<file path="src/rtl/stq_pkg.sv">
// Shared types and constants for the sorted timer queue.
// No dependencies; stq_cell and sorted_timer_queue import this package.
`default_nettype none

package stq_pkg;

	// width of the running clock and of the stored due dates
	localparam int unsigned TIME_BITS = 64;

	// input opcodes
	localparam logic OP_SCHEDULE = 1'b0;
	localparam logic OP_ADVANCE  = 1'b1;

	// command broadcast from the controller to every cell of the queue
	typedef struct packed {
		logic insert; // place a new entry, shifting later entries towards the tail
		logic pop;    // drop the head, shifting every entry towards the head
	} stq_cmd_t;

endpackage

`default_nettype wire

</file>
<file path="src/rtl/stq_cell.sv">
// One slot of the sorted queue: a due date and a handle, shifted to and from its neighbours.
// Depends on stq_pkg for the command struct and the time width.
`default_nettype none

module stq_cell
	import stq_pkg::*;
#(
	parameter int unsigned HANDLE_BITS = 16
) (
	input  wire logic                   clk,
	input  wire stq_cmd_t               cmd,
	input  wire logic [TIME_BITS-1:0]   key,
	input  wire logic                   occ,
	input  wire logic [TIME_BITS-1:0]   left_due,
	input  wire logic [HANDLE_BITS-1:0] left_handle,
	input  wire logic                   left_le,
	input  wire logic [TIME_BITS-1:0]   right_due,
	input  wire logic [HANDLE_BITS-1:0] right_handle,
	input  wire logic [TIME_BITS-1:0]   new_due,
	input  wire logic [HANDLE_BITS-1:0] new_handle,
	output logic [TIME_BITS-1:0]        due,
	output logic [HANDLE_BITS-1:0]      handle,
	output logic                        le,
	output logic                        gt
);

	logic [TIME_BITS-1:0]   due_q;
	logic [HANDLE_BITS-1:0] handle_q;

	// compare the held date against the broadcast key
	always_comb begin
		le = occ && (due_q <= key);
		gt = occ && (due_q > key);
	end

	assign due    = due_q;
	assign handle = handle_q;

	// hold, take the new entry, or take a neighbour's entry
	always_ff @(posedge clk) begin
		priority if (cmd.insert && !le) begin
			if (left_le) begin
				due_q    <= new_due;
				handle_q <= new_handle;
			end else begin
				due_q    <= left_due;
				handle_q <= left_handle;
			end
		end else if (cmd.pop) begin
			due_q    <= right_due;
			handle_q <= right_handle;
		end else begin
			due_q    <= due_q;
			handle_q <= handle_q;
		end
	end

endmodule

`default_nettype wire

</file>
<file path="config.mk">
export PLATFORM = sky130hd
export DESIGN_NAME = stq_cell
export DESIGN_NICKNAME = d
export VERILOG_FILES = /design/src/rtl/stq_pkg.sv /design/src/rtl/stq_cell.sv
export SDC_FILE = /design/constraint.sdc
export NUM_CORES = 1
export LEC_CHECK = 0
export BUFFER_PORTS_ARGS = -buffer_cell sky130_fd_sc_hd__buf_2
export CORE_AREA = 2 2 152 154
export CTS_CLUSTER_DIAMETER = 40
export DETAILED_ROUTE_END_ITERATION = 10
export DIE_AREA = 0 0 154 156
export PLACE_DENSITY_LB_ADDON = 0.15
export SLEW_MARGIN = 15
export SYNTH_ARGS = -nofsm -noshare
export SYNTH_HDL_FRONTEND = slang
export SYNTH_SLANG_ARGS = --single-unit
</file>
<file path="constraint.sdc">
create_clock -name clk -period 3.5 [get_ports clk]
set_clock_uncertainty 0.1 [all_clocks]
set_input_delay 0.175 -clock clk [delete_from_list [all_inputs] [get_ports clk]]
set_output_delay 0.175 -clock clk [all_outputs]
set_load 0.01 [all_outputs]
</file>
# [Word-level counts from Yosys, hierarchy flattened]
# Cells that the tools add are included.
# Widths: inputs -> output; s select.
[totals] regBits=80 inputBits=309 output_inout_bits=82 elab_cells=15
[op_classes] magnitude_cmp=2 mux=6 n_reduce_logical=5
[ops] op="$mux 64" n=3
[ops] op="$gt 64x64->1" n=1
[ops] op="$le 64x64->1" n=1
[ops] op="$mux 16" n=3
[ops] op="$logic_and 1x1->1" n=3
[ops] op="$reduce_bool 2->1" n=1
[ops] op="$logic_not 1->1" n=1

# [Longest topological paths before layout]
[logic_depth] ltp_word=5 mapped_depth=9

# [Least setup slack after synthesis]
# No wires, ideal clock.
[synth_timing] path_type="register to register" start="register due_q[62] (netlist: due[62])" end="register due_q[0] (netlist: due[0]) (enable)" setup_ps=404 arrival_time_ps=3186 t_required_ps=2996 path_slack_ps=-190 stages_incl_launch_ff=9 path_buffers=1 synth_period_minus_slack_ps=3690 cell_sequence="edfxtp_1 ha_1 nand4_2 nor4_4 and3_1 o31ai_2 a41oi_4 buf_6 or2_2"
[synth_via] elab_chain_cells=5
[synth_lines] element="from (decl)" line="stq_cell.sv:27" rtl="logic [TIME_BITS-1:0] due_q;"
[synth_lines] element="from (signal assigned)" line="stq_cell.sv:43" rtl="due_q <= new_due;"
[synth_lines] element="from (signal assigned)" line="stq_cell.sv:46" rtl="due_q <= left_due;"
[synth_lines] element="from (signal assigned)" line="stq_cell.sv:50" rtl="due_q <= right_due;"
[synth_lines] element="$le 64x64->1" line="stq_cell.sv:32" rtl="le = occ && (due_q <= key);"
[synth_lines] element="$logic_and 1x1->1" line="stq_cell.sv:32"
[synth_lines] element="$logic_not 1->1" line="stq_cell.sv:41" rtl="priority if (cmd.insert && !le) begin"
[synth_lines] element="$logic_and 1x1->1" line="stq_cell.sv:41"
[synth_lines] element="$reduce_bool 2->1 (no line)"
# No other way between the ends.
# A chain may end at the register's enable or synchronous reset.

# [Worst setup path in the final report]
[layout_timing] start="register due_q[14] (netlist: due[14])" end="register due_q[36] (netlist: due[36]), data pin"
[layout_via] elab_chain_cells=5
[layout_lines] element="$le 64x64->1" line="stq_cell.sv:32"
[layout_lines] element="$logic_and 1x1->1" line="stq_cell.sv:32"
[layout_lines] element="$logic_not 1->1" line="stq_cell.sv:41"
[layout_lines] element="$logic_and 1x1->1" line="stq_cell.sv:41"
[layout_lines] element="$mux 64" line="stq_cell.sv:41"
# No other way between the ends.

==> run metrics <==
status finished clean; worst reg2reg path startpoint due[14]; worst slew pin tran 593 ps; Design Area, Final 8670 um^2; Max FO, Critical Path 45; Worst Reg-to-Reg Cells 7; root buffer cell clkbuf_16; Bufs on Longest Clock Path 2; Comb power frac between 20 and 30%; Reg clk slew, reported paths 70 ps; fin nets between 1000 and 1500; YS warnings 0; cts bufs inserted 9; global-route wire length before repair 28.7 mm; layout overhead on the synthesized area 43.5%; Syn Area/Cell 12.2 um^2; worst-skew pair later-pin latency about 350 ps; DR pass1 iterations 4; IO buf count 390; row count 55; critical path class register to register; worst hold path class primary input to register; commonest cells in the netlist mux2_2 (136), edfxtp_1 (80), inv_1 (66); Iter 0 DRT Violations 161; portion of netlist area occupied by mux cells 29.8%; Post-DP HPWL 16.2 mm; Sequential Power Share 38.8%; CTS tree done; placed insts 1160; Max Fclk 327 MHz; total gr overflow 0; Mapped Cells 494; Switching Power 0.930 mW; htree depth 3; Die Ht about 160 um; Post-CTS Setup Repair Bufs 0; Seq/Total Area, Yosys 39.8%; Max-Cap Viols 0; Synth Register Bits 80; ys async rst share 0%; final wirelength approximately 20 mm; Core Area 22400 um^2; worst hold slack ~11 ps; largest net degree at the start of global routing 54; Syn Nets 867; worst hold stages 2; Switching Share approximately 29%; clock sinks 80; EDFF count, synth 80; Worst Hold Endpoint handle[3]; Setup Viol. Count Final 0; total negative slack 0 ps; area share of fa/ha/maj cells after synthesis 13.3%; RSZ-0062 raised after global routing false; Initial Utilization 27.0%; clock share of power between 30% and 40%; LEAKAGE about 4.2 nW; # IOs 391; initial antenna violation count 2; ranking of synthesized cells by area edfxtp_1 (40%), mux2_2 (25%), ha_1 (13%); All-Layer GR Usage 15.9%; Compound-Gate Fraction of Synth Area under 10%; Worst EP arrival 3050 ps; simple logic cell fraction of the synthesized area 5.61%; Detail Route Antenna Nets 0; worst endpoint required time 3490 ps; power per cell area 375 nW/um^2; Layout Utilization 38.8%; dominant synthesized flop cell edfxtp_1; r2r endpoint due[36]; layout cells sized above 1 62.4%; Routed WL per cell 16.7 um; routed vias/inst ~4.4; hold_sp right_handle[3]; via count of the first global-routing pass between 5000 and 6000; synthesized area just over 6000 um^2; R2R Setup Slk 440 ps; Fin. Hold Viols 0; Worst Setup End Kind register; residual DRC count 0; die area roughly 24000 um^2; top-area cell type share of the netlist area 39.8%; worst ir drop on vdd between 0.2 and 0.25 mV; placed cell areas 8340 um^2; leading area contributor after synthesis edfxtp_1; Rel. slew slack 59.5%; count leader, synth mux2_2; P_int approximately 2.3 mW; crit path time final between 3000 and 4000 ps; Synth cell types 33; # hold bufs at CTS 1; fin crit share 87.3%; Final Wtd Congestion 0.743; largest family of logic cells by synthesized area multiplexers; vias 5184; CTS resizes 0; die width between 150 and 200 um; Final Max Slew Viols 0; Setup crit start kind register; Synth Area in XOR/XNOR 0%; Finished Layout Cells 1177
==> cell usage in the layout (no fill, tap or decap), types with 2 or more instances in the layout <==
master and count:
nand3_1 9, and4_1 2, nand2_1 14, a21o_1 3
inv_1 66, a221oi_1 3, buf_2 389, inv_6 2
clkbuf_16 9, clkinvlp_4 2, and3_1 3, nor4_1 2
nor3_1 2, a21oi_1 26, buf_4 5, edfxtp_1 80
o21ai_0 7, o31ai_2 2, nand4_1 17, ha_1 64
nor2_1 3, mux2_2 136, mux2_1 24, buf_12 4
bufinv_16 2, a221o_1 2
==> worst max-delay path, stage by stage, from the launching register on <==
cell,delay (ps)
edfxtp_1,430
ha_1,330
nand4_1,160
a2111oi_0,610
o31ai_2,160
a41oi_4,290
buf_12,300
mux2_2,370
==> worst max-delay path by stage <==
stage / start / end / slack (ps) / depth (start not counted)
after floorplan: due[62] / due[0] / 210 / 8
after global placement: due[14] / due[63] / 350 / 7
after detailed placement: due[14] / due[48] / 410 / 7
after CTS: due[14] / due[36] / 380 / 7
after global routing: due[14] / due[36] / 190 / 7
final: due[14] / due[36] / 440 / 7
==> power by group through the flow <==
stage	Sequential [mW]	Clock, mW	Combinational, mW
after floorplan	1.34	0	0.478
after global placement	1.28	0	0.969
after detailed placement	1.28	0	0.965
after CTS	1.27	1.07	0.974
after global routing	1.28	1.11	1.06
final	1.26	1.04	0.949
==> layout make-up <==
class                      instances  area (um^2)
antenna                            1         2.50
clock buffer                       9          225
clock inverter                     6         92.6
fill                            2262        13700
inverter                          66          248
multi-input combinational        331         3270
sequential                        80         2400
tap                              285          357
timing repair buffer             399         2070
==> logic make-up after synthesis <==
family                     count (synthesis)
and+or+nand+nor                           58
DFF                                       80
buffers and inverters                     83
AOI/OAI and AO/OA                         49
adders and majority gates                 64
muxes                                    160
==> flip-flops by register name, summed over array words and instances (netlist names) <==
signal	flops
handle	16
due	64
==> through the flow <==
step           setup WS [ps]  power, mW
2_1_floorplan            206       1.82
3_3_place_gp             352       2.25
3_5_place_dp             406       2.25
4_1_cts                  382       3.31
5_1_grt                  187       3.45
6_report                 445       3.25
==> routing by layer <==
layer / GRT usage [%] / up-vias / part of all wire [%]
met4: 4.18 / 0 / 1.5
met1: 16.7 / 2320 / 38
met5: 0 / - / 0
met2: 30.3 / 217 / 52
met3: 5.22 / 14 / 8.1
li1: - / 2633 / -
Power figures use the tool's default switching activity.
